--- config.mk ---
export PLATFORM = sky130hd
export DESIGN_NAME = measurement_frame_serializer
export DESIGN_NICKNAME = d
export VERILOG_FILES = /design/src/hdl/mfs_pkg.sv /design/src/hdl/mfs_cell.sv /design/src/hdl/mfs_check.sv /design/src/hdl/measurement_frame_serializer.sv
export SDC_FILE = /design/constraint.sdc
export NUM_CORES = 1
export LEC_CHECK = 0
export BUFFER_PORTS_ARGS = -buffer_cell sky130_fd_sc_hd__buf_2
export CAP_MARGIN = 15
export CORE_ASPECT_RATIO = 0.9
export CORE_MARGIN = 2
export CORE_UTILIZATION = 51
export DETAILED_ROUTE_END_ITERATION = 8
export PLACE_DENSITY = 0.74
export SKIP_CTS_REPAIR_TIMING = 1
export SLEW_MARGIN = 20
export SYNTH_ARGS = -nofsm -noshare
export SYNTH_HDL_FRONTEND = slang
export SYNTH_SLANG_ARGS = --single-unit
--- constraint.sdc ---
create_clock -name clk_i -period 10.7 [get_ports clk_i]
set_input_delay 2.14 -clock clk_i [delete_from_list [all_inputs] [get_ports clk_i]]
set_output_delay 2.14 -clock clk_i [all_outputs]
set_load 0.03 [all_outputs]
--- src/hdl/mfs_pkg.sv ---
// shared types and constants of the measurement frame serializer
// no dependencies; imported by every module of the block
package mfs_pkg;

  localparam int unsigned NumValues = 6;
  localparam int unsigned ValueWidth = 32;
  localparam int unsigned GroupsPerValue = 5;
  localparam int unsigned GroupWidth = 7;
  localparam int unsigned DataLen = NumValues * GroupsPerValue;
  localparam int unsigned FrameLen = DataLen + 1;
  localparam int unsigned InDataWidth = NumValues * ValueWidth;

  localparam logic [7:0] ChkInit = 8'h46;
  localparam logic [7:0] MarkBit = 8'h80;
  localparam logic [7:0] GroupMask = 8'h7F;

  // controls of one chain cell
  typedef struct packed {
    logic load;
    logic shift;
  } cell_ctrl_t;

  // controls of the checksum unit
  typedef struct packed {
    logic upd;
    logic upd_last;
    logic take;
  } chk_ctrl_t;

endpackage

--- src/hdl/mfs_cell.sv ---
// one byte cell of the frame chain: loads in parallel, then shifts toward the head
// depends on mfs_pkg
module mfs_cell (
  input  logic               clk_i,
  input  logic               rst_ni,
  input  mfs_pkg::cell_ctrl_t ctrl_i,
  input  logic [7:0]         load_byte_i,
  input  logic               next_valid_i,
  input  logic [7:0]         next_byte_i,
  output logic               valid_o,
  output logic [7:0]         byte_o
);
  import mfs_pkg::*;

  logic       valid_d, valid_q;
  logic [7:0] byte_d, byte_q;

  // next contents: parallel load or take the neighbor's byte
  always_comb begin
    valid_d = valid_q;
    byte_d  = byte_q;
    if (ctrl_i.load) begin
      valid_d = 1'b1;
      byte_d  = load_byte_i;
    end else if (ctrl_i.shift) begin
      valid_d = next_valid_i;
      byte_d  = next_byte_i;
    end
  end

  // occupancy flag
  always_ff @(posedge clk_i or negedge rst_ni) begin
    if (!rst_ni) begin
      valid_q <= 1'b0;
    end else begin
      valid_q <= valid_d;
    end
  end

  // payload byte
  always_ff @(posedge clk_i) begin
    byte_q <= byte_d;
  end

  assign valid_o = valid_q;
  assign byte_o  = byte_q;

endmodule

--- src/hdl/mfs_check.sv ---
// running checksum of the bytes leaving the chain, and the pending checksum byte
// depends on mfs_pkg
module mfs_check (
  input  logic               clk_i,
  input  logic               rst_ni,
  input  mfs_pkg::chk_ctrl_t ctrl_i,
  input  logic [7:0]         byte_i,
  output logic               pending_o,
  output logic [7:0]         chk_byte_o
);
  import mfs_pkg::*;

  logic [7:0] chk_d, chk_q;
  logic       pending_d, pending_q;

  // update per data byte, back to the seed once the checksum byte is taken
  always_comb begin
    chk_d     = chk_q;
    pending_d = pending_q;
    if (ctrl_i.upd) begin
      chk_d = chk_q ^ {chk_q[6:0], 1'b1} ^ byte_i;
      if (ctrl_i.upd_last) begin
        pending_d = 1'b1;
      end
    end else if (ctrl_i.take) begin
      chk_d     = ChkInit;
      pending_d = 1'b0;
    end
  end

  always_ff @(posedge clk_i or negedge rst_ni) begin
    if (!rst_ni) begin
      chk_q     <= ChkInit;
      pending_q <= 1'b0;
    end else begin
      chk_q     <= chk_d;
      pending_q <= pending_d;
    end
  end

  assign pending_o  = pending_q;
  assign chk_byte_o = chk_q | MarkBit;

endmodule

--- src/hdl/measurement_frame_serializer.sv ---
// top level of the measurement frame serializer: byte cell chain, checksum, output register
// depends on mfs_pkg, mfs_cell and mfs_check
//
// One request on the slave side carries six signed 32-bit values and yields a 31-byte
// frame on the master side: 30 data bytes (five 7-bit groups per value, least
// significant first, bit 7 set on all but the first byte) and a checksum byte with
// tlast high. The values are cut into bytes combinationally and loaded into a chain of 30
// byte cells that shifts one byte per cycle into the output register when the master
// side does not stall, while the checksum is accumulated from the bytes as they leave.
// The next request is taken in the cycle that the checksum byte enters the output
// register, so frames follow each other without gaps at one byte per clock when the
// master side never stalls. The first byte of a frame passes through its byte cell
// and the output register before it is offered on the master side.
module measurement_frame_serializer (
  input  logic                            clk_i,
  input  logic                            rst_ni,
  input  logic                            s_axis_tvalid_i,
  output logic                            s_axis_tready_o,
  // fields from bit 0 up: fwd_re, fwd_im, refl_re, refl_im, thru_re, thru_im
  input  logic [mfs_pkg::InDataWidth-1:0] s_axis_tdata_i,
  output logic                            m_axis_tvalid_o,
  input  logic                            m_axis_tready_i,
  // fields from bit 0 up: out_byte
  output logic [7:0]                      m_axis_tdata_o,
  output logic                            m_axis_tlast_o
);
  import mfs_pkg::*;

  logic [DataLen-1:0] cell_valid;
  logic [7:0]         cell_byte [DataLen];
  logic [7:0]         load_byte [DataLen];
  cell_ctrl_t         cell_ctrl;
  chk_ctrl_t          chk_ctrl;
  logic               chk_pending;
  logic [7:0]         chk_byte;

  logic               out_valid_d, out_valid_q;
  logic [7:0]         out_byte_d, out_byte_q;
  logic               out_last_d, out_last_q;
  logic               out_adv;
  logic               s_accept;

  // control of chain, checksum and output register
  assign out_adv          = !out_valid_q || m_axis_tready_i;
  assign cell_ctrl.shift  = out_adv && cell_valid[0];
  assign chk_ctrl.upd     = cell_ctrl.shift;
  assign chk_ctrl.upd_last = cell_ctrl.shift && !cell_valid[1];
  assign chk_ctrl.take    = out_adv && !cell_valid[0] && chk_pending;
  assign s_axis_tready_o  = !cell_valid[0] && (!chk_pending || out_adv);
  assign s_accept         = s_axis_tvalid_i && s_axis_tready_o;
  assign cell_ctrl.load   = s_accept;

  // byte image of the request: sign-extended 7-bit groups
  for (genvar i = 0; i < DataLen; i++) begin : g_load
    localparam int unsigned Val = i / GroupsPerValue;
    localparam int unsigned Sh  = (i % GroupsPerValue) * GroupWidth;
    logic signed [ValueWidth-1:0] value;
    logic [ValueWidth-1:0]        shifted;
    assign value   = s_axis_tdata_i[Val*ValueWidth +: ValueWidth];
    assign shifted = value >>> Sh;
    assign load_byte[i] = (shifted[7:0] & GroupMask) | ((i == 0) ? 8'h00 : MarkBit);
  end

  // chain of byte cells, head at index zero
  for (genvar k = 0; k < DataLen; k++) begin : g_cell
    logic       nxt_valid;
    logic [7:0] nxt_byte;
    if (k == DataLen - 1) begin : g_tail
      assign nxt_valid = 1'b0;
      assign nxt_byte  = 8'h00;
    end else begin : g_mid
      assign nxt_valid = cell_valid[k+1];
      assign nxt_byte  = cell_byte[k+1];
    end
    mfs_cell u_cell (
      .clk_i        (clk_i),
      .rst_ni       (rst_ni),
      .ctrl_i       (cell_ctrl),
      .load_byte_i  (load_byte[k]),
      .next_valid_i (nxt_valid),
      .next_byte_i  (nxt_byte),
      .valid_o      (cell_valid[k]),
      .byte_o       (cell_byte[k])
    );
  end

  // checksum accumulator
  mfs_check u_check (
    .clk_i      (clk_i),
    .rst_ni     (rst_ni),
    .ctrl_i     (chk_ctrl),
    .byte_i     (cell_byte[0]),
    .pending_o  (chk_pending),
    .chk_byte_o (chk_byte)
  );

  // output register next value
  always_comb begin
    out_valid_d = out_valid_q;
    out_byte_d  = out_byte_q;
    out_last_d  = out_last_q;
    if (out_adv) begin
      if (cell_valid[0]) begin
        out_valid_d = 1'b1;
        out_byte_d  = cell_byte[0];
        out_last_d  = 1'b0;
      end else if (chk_pending) begin
        out_valid_d = 1'b1;
        out_byte_d  = chk_byte;
        out_last_d  = 1'b1;
      end else begin
        out_valid_d = 1'b0;
      end
    end
  end

  always_ff @(posedge clk_i or negedge rst_ni) begin
    if (!rst_ni) begin
      out_valid_q <= 1'b0;
    end else begin
      out_valid_q <= out_valid_d;
    end
  end

  always_ff @(posedge clk_i) begin
    out_byte_q <= out_byte_d;
    out_last_q <= out_last_d;
  end

  assign m_axis_tvalid_o = out_valid_q;
  assign m_axis_tdata_o  = out_byte_q;
  assign m_axis_tlast_o  = out_last_q;

`ifndef SYNTHESIS
  // occupied cells always form a run from the head
  a_chain_compact: assert property (@(posedge clk_i) disable iff (!rst_ni)
    (((cell_valid >> 1) & ~cell_valid) == '0))
    else $error("gap in the byte cell chain");

  // a request only loads an empty chain
  a_load_empty: assert property (@(posedge clk_i) disable iff (!rst_ni)
    s_accept |-> (cell_valid == '0))
    else $error("request accepted while frame bytes remain");

  // the checksum waits only once all data bytes have left
  a_pending_empty: assert property (@(posedge clk_i) disable iff (!rst_ni)
    chk_pending |-> (cell_valid == '0))
    else $error("checksum pending with data still in the chain");

  // a shown checksum byte leaves nothing pending
  a_last_clear: assert property (@(posedge clk_i) disable iff (!rst_ni)
    (out_valid_q && out_last_q) |-> !chk_pending)
    else $error("checksum pending behind a frame end");

  // after the final data byte the checksum follows
  a_chk_follows: assert property (@(posedge clk_i) disable iff (!rst_ni)
    chk_ctrl.upd_last |=> chk_pending)
    else $error("checksum not raised after last data byte");
`endif

endmodule
After elaboration in Yosys (flattened, before gate mapping)
Index checks and enable logic that the tools add are counted.
{"block": "word_totals", "regBits": 289, "input_bits": 196}
{"block": "classes", "bitwise": 2, "reduce_logical": 17, "n_eq_ne": 1, "n_mux": 130}
{"cell": "$mux 7", "n": 60}
{"cell": "$mux 1", "n": 66}
{"cell": "$mux 8", "n": 4}
{"cell": "$xor 8x8->8", "n": 2}
{"cell": "$logic_and 1x1->1", "n": 6}
{"cell": "$reduce_bool 2->1", "n": 3}
{"cell": "$logic_not 1->1", "n": 4}
{"cell": "$reduce_and 2->1", "n": 2}
{"cell": "$logic_or 1x1->1", "n": 2}
{"cell": "$ne 2x1->1 const B", "n": 1}

Depth between registers and ports, before layout
Gate-level depths: netlist (run 1).
{"block": "logic_depth", "ltp_word": 6, "ltp_mapped": 6}

By module
A second synthesis (run 1) with hierarchy kept.
{"block": "unflattened", "hier_cells": 696, "hier_area_um2": 13534.2}
{"mod": "mfs_cell", "cells_per_inst": 21, "n_inst": 30, "seq_area_each_um2": 265.3, "area_per_inst_um2": 419.2}
{"mod": "measurement_frame_serializer", "cells_per_inst": 32, "n_inst": 1, "seq_area_each_um2": 295.3, "area_per_inst_um2": 495.5}
{"mod": "mfs_check", "cells_per_inst": 34, "n_inst": 1, "seq_area_each_um2": 203.9, "area_per_inst_um2": 464.2}

Least setup slack after synthesis (run 1)
OpenSTA, ideal clock, no wires.
{"block": "synth_path", "path_kind": "input port to flip-flop", "from": "input port m_axis_tready_i", "to": "register g_cell[0].u_cell.byte_q[0], enable pin", "path_stages": 4, "setup_slack_ns": -1.688, "n_path_buf": 2, "t_arrival_ns": 11.587, "cell_sequence": "nor2b_1 buf_2 clkbuf_1 o21ai_1"}
{"block": "synth_via", "elab_chain_cells": 5}
{"element": "from (decl)", "line": "measurement_frame_serializer.sv:22", "rtl": "input logic m_axis_tready_i,"}
{"element": "$logic_or 1x1->1 (*)", "line": "measurement_frame_serializer.sv:44", "rtl": "assign out_adv = !out_valid_q || m_axis_tready_i;"}
{"element": "$logic_or 1x1->1", "line": "measurement_frame_serializer.sv:49", "rtl": "assign s_axis_tready_o = !cell_valid[0] && (!chk_pending || out_adv);"}
{"element": "$logic_and 1x1->1", "line": "measurement_frame_serializer.sv:49"}
{"element": "$logic_and 1x1->1", "line": "measurement_frame_serializer.sv:50", "rtl": "assign s_accept = s_axis_tvalid_i && s_axis_tready_o;"}
{"element": "$reduce_bool 2->1 (no source line) (*)"}
{"element": "to (signal assigned)", "line": "mfs_cell.sv:42", "rtl": "byte_q <= byte_d;"}
{"element": "to (decl)", "line": "mfs_cell.sv:16", "rtl": "logic [7:0] byte_d, byte_q;"}
Mark *: on every way between the ends. The rest lies on a longest branch, timed or not.
A chain may end at the register's enable or synchronous reset.

Worst setup path after layout (run 1)
{"block": "layout_path", "from": "input port m_axis_tready_i", "to": "output port s_axis_tready_o"}
{"block": "layout_via", "elab_chain_cells": 3}
{"element": "$logic_or 1x1->1", "line": "measurement_frame_serializer.sv:44"}
{"element": "$logic_or 1x1->1", "line": "measurement_frame_serializer.sv:49"}
{"element": "$logic_and 1x1->1", "line": "measurement_frame_serializer.sv:49"}
{"element": "to (decl)", "line": "measurement_frame_serializer.sv:18", "rtl": "output logic s_axis_tready_o,"}
No other way between the ends.

==> impl_metrics.ini, run 1 <==
[outcome]
outcome = finished, final reports clean

[detailed_routing]
drt-wirelength-per-cell_um = 17.8
wl_um = 24000
drtIter0Drc = 625
viasPerCell = 5.27
ant_nets = 0
dr.pass1.iters = 5
drc = 0
vias = 7108

[critical_path]
crit_chain = buf_2, nor2b_4, a21oi_1, buf_2
r2r_slack_ns = 7.24
r2r-start = g_cell[0].u_cell.valid_o
crit_family = buffers and inverters
worstSetupPathType = input port to primary output
rr_endpoint = g_cell[3].u_cell.byte_o[2]
cpMostUsedCell = buf_2
cp-end-kind = primary output
cp_slowest_stage_delay_ns = 0.21
setup.worst_path.start_class = input port
path_buf_inv = 2
worstPathArrival_ns = 2.65
r2r_cells = 6
required_ns = 8.56
path_max_fanout = 3
cpMaxStageDelayCell = buf_2

[synth]
synthesis.area_um2 = 13000
synth-edff-count = 216
async_reset_ff_frac = 0.137
yosysMostFrequentCell = edfxtp_1
synth_area_leader_cell = edfxtp_1
postSynthCellCount = 790
synth-seq-cells = 285
ys_top_cells_by_area = edfxtp_1 50%, mux2_4 22%, dfrtp_1 6.9%
yosys.cell_types.count = 36
netlist.area_leader.share = 0.498
synth-seq-area-share = 0.620
syn_nets = 986
avgSynthCellArea_um2 = 16.5
synthFlopType = edfxtp_1
yosys_warnings = 0
synth_top_cells_by_count = 216 x edfxtp_1, 193 x mux2_4, 113 x nand3_1, 69 x o21ai_0, 36 x dfrtp_1

[floorplanning]
die_h_um = 156
num_rows = 55
die_w_um = 172
pin_count = 207
coreArea_um2 = 25100
die_area_um2 = 26800
start_util = 0.518

[timing]
hold_viol = 0
fin_skew_ns = 0.0230
rsz0062_at_grt = false
fin_crit_ns = 4.79
slew_headroom = 0.328
fin_crit_sh = 0.448
fin_setup_tns_ns = 0
slew_violations = 0
max_freq_ghz = 0.209
setup_viol = 0
worst_slew_pin_slew_ns = 1.01

[cts]
clockBufferDepth = 3
clk_latency_ns = 0.56
path_clk_slew_ns = 0.06
cts-htree-levels = 1
root_buffer = clkbuf_16
cts_tree = done
cts_made_buffers = 31
cts_sinks = 285

[worst_hold_path]
holdPathEnd = g_cell[0].u_cell.byte_o[7]
hp-class = flop to flop
hold_depth = 2
worstHoldStart = g_cell[1].u_cell.byte_o[7]

[grt]
track_usage = 0.176
antenna_found_initial = 8
grt_overflow_total = 0
grt_pass1_wl_um = 37000
grt_pass1_vias = 7030
grt_max_degree = 125

[power]
ir_worst_vdd_uv = 155
power_mw = 4.88
p_per_area_nw_per_um2 = 327
power.leakage_nw = 6.44

[layout]
fin_cells = 1349
area_growth_pct = 14.9
final_nets = 1173
layout-drive-gt1-share = 0.470

[placement]
port_buffers = 206
dp.final_hpwl_um = 14600
dp_cells = 1286
gp_congestion = 0.754

[job]
maxCapViolCount = 0
[area by class of cell]
cell class | count | area [um^2]
Fill cell | 1888 | 10200
Sequential cell | 285 | 8070
Multi-Input combinational cell | 438 | 4300
Timing Repair Buffer | 214 | 1110
Clock buffer | 43 | 851
Tap cell | 342 | 428
Clock inverter | 15 | 160
Inverter | 7 | 26.3
Antenna cell | 5 | 12.5
[stage by stage]
step	hold slack (ns)	instance area [um^2]	setup WS (ns)	utilization
floorplan	0.439	13000	2.32	-
global placement	0.448	13900	5.54	0.555
detailed placement	0.456	13900	5.53	0.555
CTS	0.466	14900	5.91	0.595
global route	0.485	15000	5.86	0.595
finish	0.462	15000	5.91	0.595
[placed cells by master, fill, tap and decap left out, types with 6 or more instances in the layout]
cell | synthesis | final
edfxtp_1 | 216 | 216
buf_2 | 10 | 206
mux2_4 | 193 | 193
nand3_1 | 113 | 113
o21ai_0 | 69 | 69
dfrtp_1 | 36 | 35
clkbuf_16 | 0 | 31
dfxtp_1 | 30 | 30
mux2_2 | 11 | 11
clkbuf_1 | 19 | 9
nand2_1 | 8 | 8
inv_1 | 6 | 6
xnor2_1 | 6 | 6
clkinv_1 | 0 | 6
buf_4 | 3 | 6
[report_power, final]
part           switching [mW]  total, mW  internal (mW)
clock network           0.423       1.05          0.627
registers               0.228       2.25           2.02
logic                   0.739       1.58          0.844
[per-layer routing]
| metal | vias up | global-route usage | part of all wire |
|---|---|---|---|
| met2 | 242 | 0.268 | 0.44 |
| met3 | 49 | 0.0520 | 0.082 |
| met1 | 3440 | 0.246 | 0.45 |
| li1 | 3371 | - | - |
| met5 | - | 0 | 0.0017 |
| met4 | 6 | 0.0476 | 0.024 |
[how the worst max path moves through the flow]
stage / cells past startpoint / slack, ns / end / start
6_report: 4 / 5.91 / s_axis_tready_o / m_axis_tready_i
5_1_grt: 4 / 5.86 / s_axis_tready_o / m_axis_tready_i
4_1_cts: 4 / 5.91 / s_axis_tready_o / m_axis_tready_i
3_5_place_dp: 6 / 5.53 / g_cell[22].u_cell.byte_o[0] / m_axis_tready_i
3_3_place_gp: 6 / 5.54 / g_cell[21].u_cell.byte_o[0] / m_axis_tready_i
2_1_floorplan: 4 / 2.32 / g_cell[0].u_cell.byte_o[0] / m_axis_tready_i
[kinds of logic after synthesis]
family,synth area share
compound gates,0.0356
xor+xnor,0.00404
flops,0.620
mux,0.232
simple gates,0.0567
buf+inv,0.0521
[state kept, by name (all words and copies together) (netlist names)]
signal / count
u_check.pending_o: 1
g_cell.u_cell.byte_o: 237
u_check.chk_q: 7
m_axis_tvalid_o: 1
m_axis_tlast_o: 1
g_cell.u_cell.valid_o: 30
m_axis_tdata_o: 8
[worst min-delay path: stages (launching register included)]
cell and delay (ns):
dfxtp_1 0.31, nand3_1 0.06, a21boi_1 0.05
No activity file was read; power rests on OpenSTA's default activity.
==> inputs of run 2 (changes only) <==
- clock period: 10.7 -> 4.32 ns (I/O delays scaled with it)
==> run 2 against run 1 <==
  * Routed wire length up 0.61%
  * Critical path depth up 2
  * Via count down 1.0%
  * Clock-buffer cell count down 3
  * Utilization down 0.12 points
  * Cell area down 0.20%
  * Clock skew up 0.0073 ns
  * Highest routed layer unchanged
==> impl_metrics.ini, run 2 (same netlist as run 1, synthesis figures left out) <==
[cts]
cts-htree-levels = 1
clk_latency_ns = 0.55
clockBufferDepth = 3
root_buffer = clkbuf_16
cts_tree = done
cts_made_buffers = 30
cts_sinks = 285
path_clk_slew_ns = 0.06

[timing]
slew_violations = 0
fin_crit_sh = 0.651
worst_slew_pin_slew_ns = 1.01
hold_viol = 0
rsz0062_at_grt = false
setup_viol = 0
fin_skew_ns = 0.0302
slew_headroom = 0.325
fin_crit_ns = 2.81
post-route-worst-setup-slack_ns = 1.51
max_freq_ghz = 0.356

[layout]
mostFrequentLayoutCell = edfxtp_1
area_growth_pct = 14.6
seqCellArea_um2 = 8070
multi_input_comb_area_um2 = 4300
postLayoutCoreUtil = 0.594
final_cell_mix = 216 x edfxtp_1, 206 x buf_2, 193 x mux2_4
layout-drive-gt1-share = 0.470
final_nets = 1178
fillers = 1930
largest_reg_flops = 237

[grt]
grt_pass1_wl_um = 37300
grt_max_degree = 83
track_usage = 0.178
antenna_found_initial = 5
grt_overflow_total = 0
grt_pass1_vias = 6973

[placement]
dp.final_hpwl_um = 15600
pre_cts_ws_ns = 1.29
gp_congestion = 0.754
port_buffers = 206

[detailed_routing]
dr.pass1.iters = 7
ant_nets = 0
drt-wirelength-per-cell_um = 17.9
wl_um = 24100
drc = 0
drtIter0Drc = 613
viasPerCell = 5.21
vias = 7034

[power]
p_per_area_nw_per_um2 = 797
power.leakage_nw = 6.43
ir_worst_vdd_uv = 451

[floorplanning]
die_area_um2 = 26800
die_w_um = 172
num_rows = 55
pin_count = 207
start_util = 0.518
coreArea_um2 = 25100
die_h_um = 156

[critical_path]
path_max_fanout = 82
cpMostUsedCell = buf_12
r2r_slack_ns = 1.51
worstPathArrival_ns = 3.01
cp-startpoint = g_cell[0].u_cell.valid_o
worstSetupPathDepth = 6
rr_endpoint = g_cell[6].u_cell.byte_o[0]
required_ns = 4.52
path_buf_inv = 3
setup.worst_path.start_class = flop
crit_family = buffers and inverters
crit_chain = buf_4, nor2b_4, nand2_8, o21ai_4, buf_12, buf_12
r2r-start = g_cell[0].u_cell.valid_o
cp-end-kind = flop
cpMaxStageDelayCell = dfrtp_2
r2r_cells = 6
worstSetupPathType = flop to flop
cp_slowest_stage_delay_ns = 0.40
cp-endpoint = g_cell[6].u_cell.byte_o[0]

[job]
maxCapViolCount = 0

[worst_hold_path]
hp-class = input port to asynchronous set/reset pin

[outcome]
outcome = finished, final reports clean
## run 2: changes by cell type in the layout (fill, tap and decap cells not counted), moves of 2 or more
cell,before,now
buf_4,6,8
buf_12,1,6
diode_2,5,3
clkinv_1,6,8
bufinv_16,3,0
## run 2: cell type report
cell class	count	area share
clock inverter	14	0.00495
tap	342	0.0287
inverter	7	0.00176
sequential	285	0.541
multi-input combinational	438	0.288
timing repair buffer	220	0.0811
antenna	3	0.000503
clock buffer	40	0.0542
## run 2: where the power goes
part	switching (mW)	internal [mW]	leakage, nW	total (mW)
Combinational	1.87	2.16	3.21	4.03
Sequential	0.565	5.00	2.79	5.56
Clock	1.00	1.30	0.429	2.31
## run 2: worst min-delay path by stage
stage	startpoint	endpoint	cells after the start
floorplan	g_cell[1].u_cell.byte_o[7]	g_cell[0].u_cell.byte_o[7]	2
global placement	g_cell[29].u_cell.byte_o[7]	g_cell[29].u_cell.byte_o[7]	2
detailed placement	g_cell[1].u_cell.byte_o[7]	g_cell[0].u_cell.byte_o[7]	2
CTS	rst_ni	u_check.chk_q[4]	1
global route	g_cell[29].u_cell.byte_o[7]	g_cell[29].u_cell.byte_o[7]	2
finish	rst_ni	m_axis_tvalid_o	1
## run 2: through the flow
stage / cell area, um^2 / hold WS (ns) / total power, mW / instances / setup TNS, ns
4_1_cts: 14900 / 0.449 / 12.0 / 1346 / 0
3_5_place_dp: 14000 / 0.456 / 9.66 / 1292 / 0
2_1_floorplan: 13000 / 0.439 / 9.03 / 790 / -137.54
3_3_place_gp: 14000 / 0.450 / 9.50 / 1292 / 0
6_report: 14900 / 0.444 / 11.9 / 1349 / 0
5_1_grt: 14900 / 0.490 / 12.6 / 1347 / 0
## run 2: worst register-to-register path: cells and delay by family, from the launching register on
family / cells / cell delay (ns)
buffers and inverters: 3 / 0.95
and+or+nand+nor: 2 / 0.67
AOI/OAI and AO/OA: 1 / 0.40
DFF: 1 / 0.40
## run 2: metal layers
metal,vias to the layer above,GRT usage,share of wire
li1,3371,-,-
met1,3402,0.253,0.45
met2,228,0.277,0.45
met3,29,0.0490,0.082
met4,4,0.0368,0.016
met5,-,0,0.0010
